<file path="config.mk">
export PLATFORM = sky130hd
export DESIGN_NAME = text_word_tokenizer_unit_flat
export DESIGN_NICKNAME = d
export VERILOG_FILES = /design/src/rtl/twt_pkg.sv /design/src/rtl/twt_in_if.sv /design/src/rtl/twt_out_if.sv /design/src/rtl/twt_front.sv /design/src/rtl/twt_fifo.sv /design/src/rtl/twt_back.sv /design/src/rtl/text_word_tokenizer_unit.sv /design/src/flat_wrapper.sv
export SDC_FILE = /design/constraint.sdc
export NUM_CORES = 1
export LEC_CHECK = 0
export ABC_AREA = 1
export BUFFER_PORTS_ARGS = -buffer_cell sky130_fd_sc_hd__buf_2
export CAP_MARGIN = 25
export CORE_MARGIN = 8
export CORE_UTILIZATION = 65
export CTS_BUF_LIST = sky130_fd_sc_hd__clkbuf_4
export DETAILED_ROUTE_END_ITERATION = 10
export PLACE_DENSITY = 0.95
export RECOVER_POWER = 100
export SLEW_MARGIN = 20
export SYNTH_ARGS = -nofsm -noshare
export SYNTH_HDL_FRONTEND = slang
export SYNTH_SLANG_ARGS = --single-unit
</file>
<file path="constraint.sdc">
create_clock -name i_clk -period 9.7 [get_ports i_clk]
set_clock_uncertainty 0.15 [all_clocks]
set_input_delay 0.485 -clock i_clk [delete_from_list [all_inputs] [get_ports i_clk]]
set_output_delay 0.485 -clock i_clk [all_outputs]
set_load 0.02 [all_outputs]
</file>
<file path="src/rtl/twt_pkg.sv">
// Package: shared types and constants for the text word tokenizer.
package twt_pkg;

    localparam int unsigned BYTE_W     = 8;
    localparam int unsigned LEN_W      = 8;
    localparam int unsigned FIFO_DEPTH = 4;
    localparam int unsigned PTR_W      = $clog2(FIFO_DEPTH);
    localparam int unsigned CNT_W      = $clog2(FIFO_DEPTH + 1);

    localparam logic [BYTE_W-1:0] CH_CR  = 8'd13;
    localparam logic [BYTE_W-1:0] CH_LF  = 8'd10;
    localparam logic [BYTE_W-1:0] CH_SP  = 8'd32;
    localparam logic [BYTE_W-1:0] CH_TAB = 8'd9;

    localparam logic [LEN_W-1:0] MAX_WORD_RESET = 8'd99;

    typedef enum logic [1:0] {
        KIND_CHAR     = 2'd0,
        KIND_END_WORD = 2'd1,
        KIND_END_SENT = 2'd2
    } t_kind;

    typedef struct packed {
        t_kind             kind;
        logic [BYTE_W-1:0] ch;
        logic              trunc;
    } t_token;

    // One queue entry holds every token one input word causes.
    typedef struct packed {
        logic   two;
        t_token tok0;
        t_token tok1;
    } t_entry;

endpackage

</file>
<file path="src/rtl/twt_in_if.sv">
// Interface: input word channel (text byte and end-of-stream flag).
interface twt_in_if;
    logic       valid;
    logic       ready;
    logic [7:0] text_byte;
    logic       is_final;

    modport source (output valid, output text_byte, output is_final, input ready);
    modport sink   (input valid, input text_byte, input is_final, output ready);
endinterface

</file>
<file path="src/rtl/twt_out_if.sv">
// Interface: output token channel.
interface twt_out_if;
    logic       valid;
    logic       ready;
    logic [1:0] token_kind;
    logic [7:0] char_value;
    logic       was_truncated;
    logic       last_of_run;

    modport source (output valid, output token_kind, output char_value,
                    output was_truncated, output last_of_run, input ready);
    modport sink   (input valid, input token_kind, input char_value,
                    input was_truncated, input last_of_run, output ready);
endinterface

</file>
<file path="src/rtl/twt_front.sv">
// Front end: classify each byte, track word state, build queue entries.
module twt_front
    import twt_pkg::*;
(
    input  logic              i_clk,
    input  logic              i_rst_n,
    input  logic              i_cfg_we,
    input  logic [LEN_W-1:0]  i_cfg_data,
    twt_in_if.sink            i_in,
    input  logic              i_full,
    output logic              o_push,
    output t_entry            o_entry
);

    logic [LEN_W-1:0] r_max_chars, n_max_chars;
    logic [LEN_W-1:0] r_word_len,  n_word_len;
    logic             r_skip,      n_skip;
    logic [LEN_W-1:0] len_inc;
    logic [1:0]       tok_cnt;
    t_token           tok0, tok1;
    logic             accept;

    assign i_in.ready = !i_full;
    assign accept     = i_in.valid && i_in.ready;
    assign len_inc    = r_word_len + LEN_W'(1);

    always_comb begin
        n_word_len = r_word_len;
        n_skip     = r_skip;
        tok_cnt    = 2'd0;
        tok0       = '{kind: KIND_CHAR, ch: '0, trunc: 1'b0};
        tok1       = '{kind: KIND_CHAR, ch: '0, trunc: 1'b0};

        if (i_in.text_byte == CH_CR) begin
            // drop
        end else if (i_in.text_byte == CH_LF) begin
            if (r_word_len != '0) begin
                tok0.kind = KIND_END_WORD;
                tok1.kind = KIND_END_SENT;
                tok_cnt   = 2'd2;
            end else begin
                tok0.kind = KIND_END_SENT;
                tok_cnt   = 2'd1;
            end
            n_word_len = '0;
            n_skip     = 1'b0;
        end else if (i_in.text_byte == CH_SP || i_in.text_byte == CH_TAB) begin
            if (r_word_len != '0) begin
                tok0.kind = KIND_END_WORD;
                tok_cnt   = 2'd1;
            end
            n_word_len = '0;
            n_skip     = 1'b0;
        end else if (!r_skip) begin
            tok0.kind = KIND_CHAR;
            tok0.ch   = i_in.text_byte;
            if (len_inc >= r_max_chars) begin
                // word full: close it flagged, then drop up to the next delimiter
                tok1.kind  = KIND_END_WORD;
                tok1.trunc = 1'b1;
                tok_cnt    = 2'd2;
                n_word_len = '0;
                n_skip     = 1'b1;
            end else begin
                tok_cnt    = 2'd1;
                n_word_len = len_inc;
            end
        end

        if (i_in.is_final) begin
            if (n_word_len != '0) begin
                if (tok_cnt == 2'd0) begin
                    tok0.kind = KIND_END_WORD;
                end else begin
                    tok1.kind = KIND_END_WORD;
                end
                tok_cnt = tok_cnt + 2'd1;
            end
            n_word_len = '0;
            n_skip     = 1'b0;
        end
    end

    assign n_max_chars = i_cfg_we ? i_cfg_data : r_max_chars;

    assign o_push       = accept && (tok_cnt != 2'd0);
    assign o_entry.two  = (tok_cnt == 2'd2);
    assign o_entry.tok0 = tok0;
    assign o_entry.tok1 = tok1;

    always_ff @(posedge i_clk) begin
        if (!i_rst_n) begin
            r_max_chars <= MAX_WORD_RESET;
            r_word_len  <= '0;
            r_skip      <= 1'b0;
        end else begin
            r_max_chars <= n_max_chars;
            if (accept) begin
                r_word_len <= n_word_len;
                r_skip     <= n_skip;
            end
        end
    end

endmodule

</file>
<file path="src/rtl/twt_fifo.sv">
// Short entry queue between the front end and the back end.
module twt_fifo
    import twt_pkg::*;
(
    input  logic   i_clk,
    input  logic   i_rst_n,
    input  logic   i_push,
    input  t_entry i_push_data,
    input  logic   i_pop,
    output logic   o_full,
    output logic   o_empty,
    output t_entry o_head
);

    t_entry           r_mem [FIFO_DEPTH];
    logic [PTR_W-1:0] r_wr_ptr, n_wr_ptr;
    logic [PTR_W-1:0] r_rd_ptr, n_rd_ptr;
    logic [CNT_W-1:0] r_count,  n_count;
    logic             do_push, do_pop;

    assign o_full  = (r_count == CNT_W'(FIFO_DEPTH));
    assign o_empty = (r_count == '0);
    assign o_head  = r_mem[r_rd_ptr];

    assign do_push = i_push && !o_full;
    assign do_pop  = i_pop && !o_empty;

    always_comb begin
        n_wr_ptr = do_push ? r_wr_ptr + PTR_W'(1) : r_wr_ptr;
        n_rd_ptr = do_pop  ? r_rd_ptr + PTR_W'(1) : r_rd_ptr;
        n_count  = r_count;
        if (do_push && !do_pop) begin
            n_count = r_count + CNT_W'(1);
        end else if (do_pop && !do_push) begin
            n_count = r_count - CNT_W'(1);
        end
    end

    always_ff @(posedge i_clk) begin
        if (do_push) begin
            r_mem[r_wr_ptr] <= i_push_data;
        end
    end

    always_ff @(posedge i_clk) begin
        if (!i_rst_n) begin
            r_wr_ptr <= '0;
            r_rd_ptr <= '0;
            r_count  <= '0;
        end else begin
            r_wr_ptr <= n_wr_ptr;
            r_rd_ptr <= n_rd_ptr;
            r_count  <= n_count;
        end
    end

endmodule

</file>
<file path="src/rtl/twt_back.sv">
// Back end: unpack queue entries into one token per output word.
module twt_back
    import twt_pkg::*;
(
    input  logic   i_clk,
    input  logic   i_rst_n,
    input  logic   i_empty,
    input  t_entry i_head,
    output logic   o_pop,
    twt_out_if.source o_out
);

    logic   r_sel, n_sel;
    logic   last;
    logic   take;
    t_token tok;

    assign tok  = r_sel ? i_head.tok1 : i_head.tok0;
    assign last = i_head.two ? r_sel : 1'b1;
    assign take = o_out.valid && o_out.ready;

    assign o_out.valid         = !i_empty;
    assign o_out.token_kind    = tok.kind;
    assign o_out.char_value    = tok.ch;
    assign o_out.was_truncated = tok.trunc;
    assign o_out.last_of_run   = last;

    // release the entry after its final token goes out
    assign o_pop = take && last;

    always_comb begin
        n_sel = r_sel;
        if (take) begin
            n_sel = !last;
        end
    end

    always_ff @(posedge i_clk) begin
        if (!i_rst_n) begin
            r_sel <= 1'b0;
        end else begin
            r_sel <= n_sel;
        end
    end

endmodule

</file>
<file path="src/rtl/text_word_tokenizer_unit.sv">
// Top level: whitespace word tokenizer with decoupled front end and back end.
//
//  Channel   Dir  Handshake       Payload
//  i_in      in   valid/ready     text_byte[7:0], is_final
//  o_out     out  valid/ready     token_kind[1:0], char_value[7:0],
//                                 was_truncated, last_of_run
//  cfg       in   i_cfg_we        i_cfg_data[7:0] (max_word_chars)
//
// Input takes one word per cycle while the entry queue has room.
// Output gives one token per cycle while the queue has an entry and o_out is
// ready; a byte that causes two tokens holds the queue head until both go out,
// so the output side sets the long-run rate. Tokens pass the queue register.
// Synchronous active-low reset clears state, queue and sets the limit to 99.
// Either side may stall at any time; the four-entry queue absorbs the skew.
module text_word_tokenizer_unit
    import twt_pkg::*;
(
    input  logic             i_clk,
    input  logic             i_rst_n,
    input  logic             i_cfg_we,
    input  logic [LEN_W-1:0] i_cfg_data,
    twt_in_if.sink           i_in,
    twt_out_if.source        o_out
);

    logic   push, pop, full, empty;
    t_entry push_data, head;

    twt_front u_front (
        .i_clk      (i_clk),
        .i_rst_n    (i_rst_n),
        .i_cfg_we   (i_cfg_we),
        .i_cfg_data (i_cfg_data),
        .i_in       (i_in),
        .i_full     (full),
        .o_push     (push),
        .o_entry    (push_data)
    );

    twt_fifo u_fifo (
        .i_clk       (i_clk),
        .i_rst_n     (i_rst_n),
        .i_push      (push),
        .i_push_data (push_data),
        .i_pop       (pop),
        .o_full      (full),
        .o_empty     (empty),
        .o_head      (head)
    );

    twt_back u_back (
        .i_clk   (i_clk),
        .i_rst_n (i_rst_n),
        .i_empty (empty),
        .i_head  (head),
        .o_pop   (pop),
        .o_out   (o_out)
    );

endmodule
</file>
<file path="src/flat_wrapper.sv">
// flat-port wrapper written by rule: the top's interface ports become plain ports
module text_word_tokenizer_unit_flat import twt_pkg::*;
  (i_clk, i_rst_n, i_cfg_we, i_cfg_data, i_in_valid, i_in_text_byte, i_in_is_final, i_in_ready, o_out_valid, o_out_token_kind, o_out_char_value, o_out_was_truncated, o_out_last_of_run, o_out_ready);
  twt_in_if i_in_i ();
  twt_out_if o_out_i ();
  input  logic i_clk;
  input  logic i_rst_n;
  input  logic i_cfg_we;
  input  logic [LEN_W-1:0] i_cfg_data;
  input wire logic [$bits(i_in_i.valid)-1:0] i_in_valid;
  input wire logic [$bits(i_in_i.text_byte)-1:0] i_in_text_byte;
  input wire logic [$bits(i_in_i.is_final)-1:0] i_in_is_final;
  output wire logic [$bits(i_in_i.ready)-1:0] i_in_ready;
  output wire logic [$bits(o_out_i.valid)-1:0] o_out_valid;
  output wire logic [$bits(o_out_i.token_kind)-1:0] o_out_token_kind;
  output wire logic [$bits(o_out_i.char_value)-1:0] o_out_char_value;
  output wire logic [$bits(o_out_i.was_truncated)-1:0] o_out_was_truncated;
  output wire logic [$bits(o_out_i.last_of_run)-1:0] o_out_last_of_run;
  input wire logic [$bits(o_out_i.ready)-1:0] o_out_ready;
  assign i_in_i.valid = i_in_valid;
  assign i_in_i.text_byte = i_in_text_byte;
  assign i_in_i.is_final = i_in_is_final;
  assign i_in_ready = i_in_i.ready;
  assign o_out_valid = o_out_i.valid;
  assign o_out_token_kind = o_out_i.token_kind;
  assign o_out_char_value = o_out_i.char_value;
  assign o_out_was_truncated = o_out_i.was_truncated;
  assign o_out_last_of_run = o_out_i.last_of_run;
  assign o_out_i.ready = o_out_ready;
  text_word_tokenizer_unit u_core (.i_clk(i_clk), .i_rst_n(i_rst_n), .i_cfg_we(i_cfg_we), .i_cfg_data(i_cfg_data), .i_in(i_in_i), .o_out(o_out_i));
endmodule
</file>
# Word-level counts from Yosys, hierarchy flattened
# Memory sizes are Yosys's and may differ from the RTL's. A register that Yosys moved wholly into a read port is not among the register bits.
# Index checks and enable logic that the tools add are counted.
dict set report classes {
  add_sub_neg 6
  order_cmp 1
  mux 52
  eq_ne 7
  reduce_logical 21
}
# op count
set op_table {}
lappend op_table {{$mux W8} 9}
lappend op_table {{$mux W2} 21}
lappend op_table {{$eq A8 B4 Y1 const B} 3}
lappend op_table {{$mux W1} 18}
lappend op_table {{$reduce_bool A8 Y1} 2}
lappend op_table {{$mux W11} 1}
lappend op_table {{$mux W10} 1}
lappend op_table {{$add A8 B1 Y8 const B} 1}
lappend op_table {{$eq A8 B6 Y1 const B} 1}
lappend op_table {{$ge A8 B8 Y1} 1}
lappend op_table {{$logic_and A1 B1 Y1} 8}
lappend op_table {{$add A2 B1 Y2 const B} 3}
lappend op_table {{$mux W3} 2}
lappend op_table {{$logic_not A1 Y1} 5}
lappend op_table {{$reduce_bool A2 Y1} 2}
lappend op_table {{$add A3 B1 Y3 const B} 1}
lappend op_table {{$eq A3 B3 Y1 const B} 1}
lappend op_table {{$logic_not A3 Y1} 1}
lappend op_table {{$sub A3 B1 Y3 const B} 1}
lappend op_table {{$eq A2 B2 Y1 const B} 1}
lappend op_table {{$logic_not A2 Y1} 1}
lappend op_table {{$ne A2 B2 Y1 const B} 1}
lappend op_table {{$reduce_and A2 Y1} 1}
lappend op_table {{$logic_or A1 B1 Y1} 1}
dict set report word_totals {
  ramBits 56
  out_inout_bits 14
  regBits 25
  mem_count 1
  word_cells 95
  inputBits 22
}
# memory depth word_bits rd rd_ports_with_merged_regs wr line
set memory_table {}
lappend memory_table {u_core.u_fifo.r_mem 4 14 1 1 1 twt_fifo.sv:15} ;# t_entry r_mem [FIFO_DEPTH];

# Depth between registers and ports, before layout
# Gate-level depths: netlist of run 1.
dict set report depth {
  depth_word 17
  mapped_depth 32
}

# By module
# A second synthesis of run 1 with hierarchy kept.
dict set report hier_totals {
  hier_cells 628
  area_unflattened_um2 5819.3
}
# mod n_inst area_each_um2 cells_each
set modules_own_cells {}
lappend modules_own_cells {twt_fifo 1 3930.0 292}
lappend modules_own_cells {twt_front 1 1686.6 290}
lappend modules_own_cells {twt_back 1 202.7 46}

# Worst setup path before layout of run 1
# OpenSTA, ideal clock, no wires.
dict set report synth_path {
  kind {reg2reg}
  startpoint {register u_core.u_front.r_word_len[0]}
  endpoint {register u_core.u_fifo.r_count[2]}
  stages_incl_launch_ff 27
  synth_period_minus_slack_ps 3922
  required_time_ps 9428
  setup_time_ps 122
  slack_ps 5778
  n_path_buf 0
  arrival_ps 3650
  cell_sequence {dfxtp_1 ha_1 nand3_1 xor2_1 inv_1 ha_1 nand2_1 a21oi_1 nor2_2 a21boi_2 a31oi_1 nor3_1 inv_1 ha_1 inv_1 nand3_1 nand2_2 nand2_4 nand2_2 inv_1 ha_1 inv_1 fa_1 a21oi_1 o21ai_0 o21ai_0 a21oi_1}
}
dict set report synth_via {
  elab_chain_cells 16
  word_cells_on_any_way 27
  cone_classes {add/sub (2); order compare (1); mux (15); reduce/logical (9)}
}
# item line
set synth_lines {}
lappend synth_lines {{from (decl)} twt_front.sv:16} ;# logic [LEN_W-1:0] r_word_len, n_word_len;
lappend synth_lines {{from (signal assigned)} twt_front.sv:99} ;# r_word_len <= n_word_len;
lappend synth_lines {{$add A8 B1 Y8} twt_front.sv:25} ;# assign len_inc = r_word_len + LEN_W'(1);
lappend synth_lines {{$ge A8 B8 Y1} twt_front.sv:57} ;# if (len_inc >= r_max_chars) begin
lappend synth_lines {{$mux W2 / $mux W8 (equally long branches)} twt_front.sv:57}
lappend synth_lines {{$mux W2 / $mux W8 (equally long branches)} twt_front.sv:54} ;# end else if (!r_skip) begin
lappend synth_lines {{$mux W2 / $mux W8 (equally long branches)} twt_front.sv:47} ;# end else if (i_in.text_byte == CH_SP || i_in.text_byte == CH_TAB) begin
lappend synth_lines {{$mux W2 / $mux W8 (equally long branches)} twt_front.sv:36} ;# end else if (i_in.text_byte == CH_LF) begin
lappend synth_lines {{$mux W2 / $mux W8 (equally long branches)} twt_front.sv:34} ;# if (i_in.text_byte == CH_CR) begin
lappend synth_lines {{$add A2 B1 Y2 / $reduce_bool A8 Y1 (equally long branches)} {twt_front.sv:77, twt_front.sv:71}}
lappend synth_lines {{$mux W2} twt_front.sv:71} ;# if (n_word_len != '0) begin
lappend synth_lines {{$mux W2 *} twt_front.sv:70} ;# if (i_in.is_final) begin
lappend synth_lines {{$reduce_bool A2 Y1 *} twt_front.sv:86} ;# assign o_push = accept && (tok_cnt != 2'd0);
lappend synth_lines {{$logic_and A1 B1 Y1 *} twt_front.sv:86}
lappend synth_lines {{$logic_and A1 B1 Y1 *} twt_fifo.sv:25} ;# assign do_push = i_push && !o_full;
lappend synth_lines {{via u_core.u_fifo.do_push} twt_fifo.sv:19} ;# logic do_push, do_pop;
lappend synth_lines {{$logic_not A1 Y1} twt_fifo.sv:34} ;# end else if (do_pop && !do_push) begin
lappend synth_lines {{$logic_and A1 B1 Y1} twt_fifo.sv:34}
lappend synth_lines {{$reduce_bool A2 Y1 (no line)} n/a}
lappend synth_lines {{to (signal assigned)} twt_fifo.sv:53} ;# r_count <= n_count;
lappend synth_lines {{to (decl)} twt_fifo.sv:18} ;# logic [CNT_W-1:0] r_count, n_count;
# Mark *: on every way through the listed nets, which the timed path passes. The rest lies on a longest branch.
# A chain may end at the register's enable or synchronous reset.

# Final worst setup path of run 1
# Same ends and word-level chain as after synthesis.

==> results.toml, run 1 <==
[min_path]
whs_path_depth = 3
worst_hold_path_type = "input port to flop"
hold_start = "i_cfg_data[1]"
min_to = "u_core.u_front.r_max_chars[1]"

[synthesis]
avgSynthCellArea_um2 = 8.418
seq_area_frac_synth_pct = 52.07
ys_types = 34
syn-num-nets = 546
syn_inst = 507
ys_ff_latch = 83
synth_area_um2 = 4268
synth-main-ff-cell = "edfxtp_1"
synth-warning-count = 0
synth_edf_count = 56
async_flop_share_pct = 0

[worst_setup_path]
crit_fanout = 9
cp.arrival_ns = 5.08
path_common_cell = "inv_1"
reg2reg_setup_slack_ns = 4.81
worstRegToRegCells = 26
required_ns = 9.89
worstReg2RegStart = "u_core.u_front.r_word_len[0]"
worstSetupStartpointType = "flop"
cpMaxStageDelayCell = "dfxtp_1"
max_stage_delay_ns = 0.52
cp-end-kind = "flop"
critPathKind = "flop to flop"
r2r-end = "u_core.u_fifo.r_count[2]"
crit_start = "u_core.u_front.r_word_len[0]"

[routing]
num_vias = 3493
drt_first_pass_iters = 7
routed_wl_um = 9396
drt-initial-drc-count = 240
ant_nets = 0
wire_per_inst_um = 14.99
drc = 0
avgViaCountPerCell = 5.571

[clocking]
cts_resized = 0
hold_buffers = 0
cts_root_buffer = "clkbuf_4"
cts_tree = "done"
htree_levels = 3
worst_skew_pair.late_latency_ns = 0.44
numCtsBuffers = 9
clkSinkCount = 83
clkTransAtPathRegs_ns = 0.14
cts_setup_buffers = 0
clk_path_buf_depth = 2

[global_routing]
grt_overflow_total = 0
grt_pass1_wl_um = 15340
antenna_found_initial = 0
grt_max_degree = 30
grt_util_all_layers_pct = 19.87
grt_pass1_vias = 3392

[timing]
fmax_ghz = 0.2047
hold_viol_final = 0
fin_crit_sh_pct = 50.37
rsz0062_at_grt = "no"
setup_tns_ns = 0
relSlewSlack_pct = 39.30
maxSlewViolCount = 0
tightest_slew_ns = 0.9092
finalSetupViolations = 0
period_minus_slack_ns = 4.886

[layout]
drive_gt1_share_pct = 9.818
final_cells = 627
regArea_um2 = 2222
area_growth_pct = 6.860
diodes = 0
nFillCells = 484
multiInputGateArea_um2 = 1702
fin_nets = 584

[die]
dieArea_um2 = 9415
rows = 29
die_w_um = 97.03
die_h_um = 97.03
initial_core_util_pct = 67.21
core-area_um2 = 6350
ios = 36

[placement]
hpwl_um = 6758
place_inst = 611
routabilityCongestion = 0.9659
port_buffers = 35

[power]
p_leak_uw = 0.001957
power_density_nw_per_um2 = 194.0
irDropWorstVdd_uv = 131.1

[run_status]
status = "completed"

[run]
drv_cap = 0
-- cell families (layout without fill, tap and decap cells) --
logic type	count (synthesis)	count (layout)	synth area share [%]
buffers and inverters	79	122	7.124
DFF	83	83	52.07
and+or+nand+nor	230	230	23.19
AOI/OAI and AO/OA	95	95	11.84
adders and majority gates	17	17	5.160
xor gates and xnor gates	3	3	0.6158
-- worst max-delay path: cells and delay by family, from the launching register on --
family | cells | cell delay [ns]
buf+inv | 5 | 0.34
flops | 1 | 0.52
xor+xnor | 1 | 0.20
compound gates | 7 | 1.20
simple gates | 8 | 1.11
fa+ha+maj | 5 | 1.27
-- cell usage in the layout (no fill, tap or decap), types with 3 or more instances in the layout --
cell type,n
a21oi_1,40
a31oi_1,3
buf_2,18
clkbuf_1,21
clkbuf_4,9
dfxtp_1,27
edfxtp_1,56
ha_1,16
inv_1,59
inv_2,5
nand2_1,93
nand2_2,6
nand3_1,17
nand4_1,8
nor2_1,94
nor2_2,5
nor3_1,3
o21ai_0,44
o22ai_1,5
xor2_1,3
-- cell usage after synthesis (2+ instances only) --
library cell / instances / area share, %
clkbuf_1: 8 / 0.70
inv_2: 6 / 0.53
inv_1: 59 / 5.2
nor2_1: 91 / 8.0
xor2_1: 3 / 0.62
nand4_1: 8 / 1.2
o21ai_0: 44 / 5.2
nor3_1: 3 / 0.35
nor2_2: 7 / 1.0
a21oi_1: 37 / 4.3
edfxtp_1: 56 / 39
nand2_2: 8 / 1.2
a31oi_1: 3 / 0.44
buf_1: 2 / 0.18
dfxtp_1: 27 / 13
a21oi_2: 3 / 0.62
nand3_1: 17 / 2.0
ha_1: 16 / 4.7
o22ai_1: 5 / 0.73
nand2_1: 90 / 7.9
-- power breakdown --
part / total, µW / internal (µW) / switching (µW)
logic: 257 / 76.4 / 181
clock network: 175 / 54.2 / 121
registers: 452 / 417 / 34.7
total: 885 / 548 / 337
-- flip-flops by register name, indices dropped and copies added (netlist names), named ones only --
register / count
u_core.u_fifo.r_mem: 56
u_core.u_front.r_max_chars: 8
u_core.u_front.r_word_len: 8
u_core.u_fifo.r_count: 3
u_core.u_fifo.r_rd_ptr: 2
u_core.u_fifo.r_wr_ptr: 2
u_core.u_back.r_sel: 1
u_core.u_front.r_skip: 1
-- cell type report --
type	instances	area share, %
clock buffers	9	1.481
clock inverters	7	1.097
inverters	67	5.569
multi-input cells	345	37.31
flip-flops and latches	83	48.72
well taps	77	2.112
repair buffers	39	3.704
-- metrics by stage --
stage	setup slack [ns]	utilization, %	hold WS [ns]	power, µW	instance area, µm²
floorplan	5.778	-	0.2854	637.0	4268
global placement	5.507	71.17	0.3038	708.3	4519
detailed placement	5.246	71.17	0.3101	724.0	4519
CTS	5.250	73.02	0.1027	896.2	4637
global route	4.335	71.82	0.09217	933.8	4561
finish	4.814	71.82	0.1207	884.7	4561
-- worst max path at each step --
stage	end	slack (ns)	depth (start not counted)
2_1_floorplan	u_core.u_fifo.r_count[2]	5.78	26
3_3_place_gp	u_core.u_fifo.r_count[2]	5.51	26
3_5_place_dp	u_core.u_fifo.r_count[2]	5.25	26
4_1_cts	u_core.u_fifo.r_count[2]	5.25	26
5_1_grt	u_core.u_fifo.r_count[2]	4.33	26
6_report	u_core.u_fifo.r_count[2]	4.81	26
-- metal layers --
layer	track usage [%]	vias to the layer above	share of wire (%)
met5	0	-	0
met2	35.21	126	52
met4	10.53	0	3.2
met3	4.765	33	6.5
met1	21.33	1585	38
li1	-	1749	-
No activity file was read; power rests on OpenSTA's default activity.
==> inputs of run 2 (changes only) <==
--- a/config.mk
+++ b/config.mk
@@ -9,10 +9,10 @@
 export BUFFER_PORTS_ARGS = -buffer_cell sky130_fd_sc_hd__buf_2
 export CAP_MARGIN = 25
 export CORE_MARGIN = 8
-export CORE_UTILIZATION = 65
+export CORE_UTILIZATION = 56
 export CTS_BUF_LIST = sky130_fd_sc_hd__clkbuf_4
 export DETAILED_ROUTE_END_ITERATION = 10
-export PLACE_DENSITY = 0.95
+export PLACE_DENSITY = 0.88
 export RECOVER_POWER = 100
 export SLEW_MARGIN = 20
 export SYNTH_ARGS = -nofsm -noshare
==> constraint.sdc (replaced) <==
create_clock -name i_clk -period 4.3 [get_ports i_clk]
set_clock_uncertainty 0.15 [all_clocks]
set_input_delay 0.215 -clock i_clk [delete_from_list [all_inputs] [get_ports i_clk]]
set_output_delay 0.215 -clock i_clk [all_outputs]
set_load 0.02 [all_outputs]
==> results.toml, run 2 (synthesis results as in run 1) <==
[run_status]
status = "completed"

[die]
die_w_um = 103.3
ios = 36
core-area_um2 = 7567
die_h_um = 103.3
initial_core_util_pct = 56.40
dieArea_um2 = 10670
rows = 32

[layout]
largest_reg_flops = 56
fin_nets = 616
nFillCells = 591
regMostFlops = "u_core.u_fifo.r_mem"
drive_gt1_share_pct = 17.01
diodes = 0
final_cells = 684
final_cell_mix = "91 x nand2_1, 91 x nor2_1, 60 x inv_1, 56 x edfxtp_1, 41 x o21ai_0"
reg.largest.list = "u_core.u_fifo.r_mem (56), u_core.u_front.r_max_chars (8), u_core.u_front.r_word_len (8)"
multiInputGateArea_um2 = 1792
area_growth_pct = 17.80
post-route-util_pct = 66.44
regArea_um2 = 2241

[timing]
tightest_slew_ns = 1.171
hold_viol_final = 0
fin_crit_sh_pct = 93.96
finalSetupViolations = 0
maxSlewViolCount = 0
period_minus_slack_ns = 4.040
setup_tns_ns = 0
fmax_ghz = 0.2475
hold_slack_ns = 0.01543
relSlewSlack_pct = 21.96

[worst_setup_path]
cp-end-kind = "flop"
worstSetupStartpointType = "flop"
cpMaxStageDelayCell = "dfxtp_4"
required_ns = 4.47
path_common_cell = "nand2_1"
crit_fanout = 8
max_stage_delay_ns = 0.42
critPathKind = "flop to flop"
cp.arrival_ns = 4.21

[clocking]
cts_tree = "done"
clkTransAtPathRegs_ns = 0.13
clkSinkCount = 83
htree_levels = 3
numCtsBuffers = 9
worst_skew_pair.late_latency_ns = 0.43
clk_path_buf_depth = 2
cts_root_buffer = "clkbuf_4"

[routing]
drt_first_pass_iters = 7
avgViaCountPerCell = 5.402
drt-initial-drc-count = 244
drc = 0
ant_nets = 0
num_vias = 3695
wire_per_inst_um = 14.44
routed_wl_um = 9874

[global_routing]
grt_max_degree = 30
grt_pass1_vias = 3549
use_met1_pct = 22.63
use_met2_pct = 34.39
top_usage_layer = "met2"
grtUsageMet3_pct = 4.083
grt_overflow_total = 0
grt_util_all_layers_pct = 19.76
grt_pass1_wl_um = 16060
antenna_found_initial = 0

[run]
drv_cap = 0

[power]
power_uw = 2090
p_leak_uw = 0.002162
irDropWorstVdd_uv = 147.7
power_density_nw_per_um2 = 415.8

[placement]
routabilityCongestion = 0.9259
place_inst = 641
hpwl_um = 6568
port_buffers = 35

[min_path]
worst_hold_path_type = "input port to flop"
run 2: power breakdown:
| part | leakage, µW | switching (µW) | total, µW | internal (µW) |
|---|---|---|---|---|
| Clock | 0.0000714 | 267 | 443 | 176 |
| Sequential | 0.000742 | 51.9 | 991 | 940 |
| Combinational | 0.00135 | 433 | 656 | 223 |
run 2: layout make-up:
class	count	share of cell area, %
Clock buffer	9	1.344
Tap cell	102	2.539
Sequential cell	83	44.57
Timing Repair Buffer	71	9.507
Inverter	67	5.052
Clock inverter	7	1.344
Multi-Input combinational cell	345	35.64
run 2: routing by layer:
metal | vias to the layer above | wire length, µm
li1 | 1810 | -
met1 | 1703 | 3912
met2 | 154 | 4991
met3 | 28 | 734
met4 | 0 | 235
met5 | - | 0
run 2: final timing paths:
kind	slack, ns	from	endpoint	cells after the start
hold / removal	0.02	i_in_text_byte[7]	u_core.u_fifo.r_mem[3][10]	3
hold reg to reg	0.34	u_core.u_front.r_max_chars[3]	u_core.u_front.r_max_chars[3]	2
setup reg to reg	0.26	u_core.u_front.r_word_len[2]	u_core.u_fifo.r_count[2]	30
setup / recovery	0.26	u_core.u_front.r_word_len[2]	u_core.u_fifo.r_count[2]	30
run 2: critical path: cells and delay by family (launching register included):
kind | cells | cell delay, ns
simple gates | 19 | 1.74
compound gates | 5 | 0.52
flops | 1 | 0.42
fa+ha+maj | 3 | 0.83
buf+inv | 3 | 0.26
run 2: metrics by stage:
stage | setup slack [ns] | instance area (µm²)
final | 0.2598 | 5027
after global routing | -0.06380 | 5027
after CTS | 0.01349 | 4935
after floorplan | 0.3780 | 4268
after global placement | 0.05670 | 4588
after detailed placement | 0.009378 | 4588
run 2: timing repair:
action                                  CTS  global route
endpoints found under the setup margin    1             2
endpoints found under the hold margin    15             4
resized for setup                         1            26
pin swaps                                 0             4
cloned                                    0             0
hold buffers                             21             1
setup buffers                             0             5
==> inputs of run 3 (changes only) <==
--- a/config.mk
+++ b/config.mk
@@ -14,6 +14,7 @@
 export DETAILED_ROUTE_END_ITERATION = 10
 export PLACE_DENSITY = 0.88
 export RECOVER_POWER = 100
+export REMOVE_ABC_BUFFERS = 1
 export SLEW_MARGIN = 20
 export SYNTH_ARGS = -nofsm -noshare
 export SYNTH_HDL_FRONTEND = slang
==> results.toml, run 3 (synthesis results as in run 1) <==
[layout]
post-route-util_pct = 67.36
area_growth_pct = 19.44
fin_nets = 618
drive_gt1_share_pct = 18.49
largest_reg_flops = 56
final_common_cell = "nor2_1"
final_cell_mix = "90 x nor2_1, 89 x nand2_1, 58 x inv_1, 56 x edfxtp_1, 42 x o21ai_0"
regMostFlops = "u_core.u_fifo.r_mem"
diodes = 0
reg.largest.list = "u_core.u_fifo.r_mem (56), u_core.u_front.r_max_chars (8), u_core.u_front.r_word_len (8)"

[worst_setup_path]
worstSetupStartpointType = "flop"
required_ns = 4.48
cp.arrival_ns = 4.31
worst-path-buf-inv = 5
crit_fanout = 7
path_common_cell = "inv_1"
cp-end-kind = "flop"
critPathKind = "flop to flop"
cpMaxStageDelayCell = "dfxtp_4"
cpLargestDelayFamily = "adder cells"
max_stage_delay_ns = 0.42

[routing]
drt-initial-drc-count = 373
num_vias = 3801
drc = 0
ant_nets = 0
routed_wl_um = 10720
wire_per_inst_um = 15.62
avgViaCountPerCell = 5.541
drt_first_pass_iters = 5

[die]
die_w_um = 103.3
die_h_um = 103.3
dieArea_um2 = 10670
initial_core_util_pct = 56.40
ios = 36
rows = 32
core-area_um2 = 7567

[global_routing]
grt_pass1_vias = 3784
grt_pass1_wl_um = 16520
grt_overflow_total = 0
grt_util_all_layers_pct = 20.36
grt_max_degree = 30
antenna_found_initial = 0

[clocking]
cts_tree = "done"
clkSinkCount = 83
numCtsBuffers = 9
htree_levels = 3
clk_path_buf_depth = 2
worst_skew_pair.late_latency_ns = 0.44
clkTransAtPathRegs_ns = 0.13
cts_root_buffer = "clkbuf_4"

[placement]
hpwl_um = 6621
place_ws_ns = 0.02937
routabilityCongestion = 0.9877
port_buffers = 35

[run_status]
status = "completed"

[timing]
hold_slack_ns = 0.02786
fin_crit_sh_pct = 96.04
tightest_slew_ns = 0.7145
finalWorstSetupSlack_ns = 0.1702
period_minus_slack_ns = 4.130
fmax_ghz = 0.2421
hold_viol_final = 0
setup_tns_ns = 0
finalSetupViolations = 0
relSlewSlack_pct = 52.19
maxSlewViolCount = 0

[power]
irDropWorstVdd_uv = 240.6
power_uw = 2187
p_leak_uw = 0.002200
power_density_nw_per_um2 = 429.1

[run]
drv_cap = 0

[min_path]
worst_hold_path_type = "input port to flop"
[run 3: cell types whose count changed in the layout (fill, tap and decap cells not counted), moves of 2 or more]
cell | before | now
nand2_2 | 7 | 9
inv_1 | 60 | 58
buf_4 | 8 | 13
inv_2 | 5 | 7
ha_1 | 13 | 15
ha_4 | 3 | 1
nand3_1 | 18 | 16
clkbuf_2 | 4 | 1
nand2_1 | 91 | 89
[run 3: through the flow]
step | instances | cell area, µm²
finish | 686 | 5097
global route | 686 | 5097
CTS | 682 | 5000
detailed placement | 643 | 4603
global placement | 643 | 4603
floorplan | 495 | 4218
[run 3: final timing paths]
check | depth (start not counted) | startpoint | endpoint | slack [ns]
min reg2reg | 2 | u_core.u_front.r_max_chars[3] | u_core.u_front.r_max_chars[3] | 0.33
max reg2reg | 26 | u_core.u_front.r_word_len[1] | u_core.u_fifo.r_count[2] | 0.17
max | 26 | u_core.u_front.r_word_len[1] | u_core.u_fifo.r_count[2] | 0.17
min | 3 | i_in_text_byte[3] | u_core.u_fifo.r_mem[3][6] | 0.03
[run 3: routing by layer]
metal	GRT usage, %	up-vias	part of all wire (%)
li1	-	1807	-
met1	20.63	1743	37
met2	36.67	216	51
met3	4.552	35	9.1
met4	13.79	0	2.8
met5	0	-	0
[run 3: layout make-up]
type	instances	area, µm²
fill	569	2470
sequential	83	2243
multi-input combinational	345	1802
timing repair buffer	73	506.7
inverter	67	254.0
tap	102	127.6
clock inverter	6	88.84
clock buffer	10	75.07
[run 3: what timing repair did]
action	CTS	global route
pin swaps	0	4
gates resized for setup	2	27
hold buffers	23	0
hold endpoints to repair	23	0
setup endpoints to repair	1	2
buffers inserted	0	4
[run 3: where the power goes]
group	internal [µW]	switching, µW	total (µW)
combinational	226	453	678
sequential	938	53.3	992
clock	244	274	517
total	1410	780	2190
[run 3: worst min-delay path: stages]
cell and delay, ns:
buf_2 0.12, inv_2 0.06, nor2_1 0.06
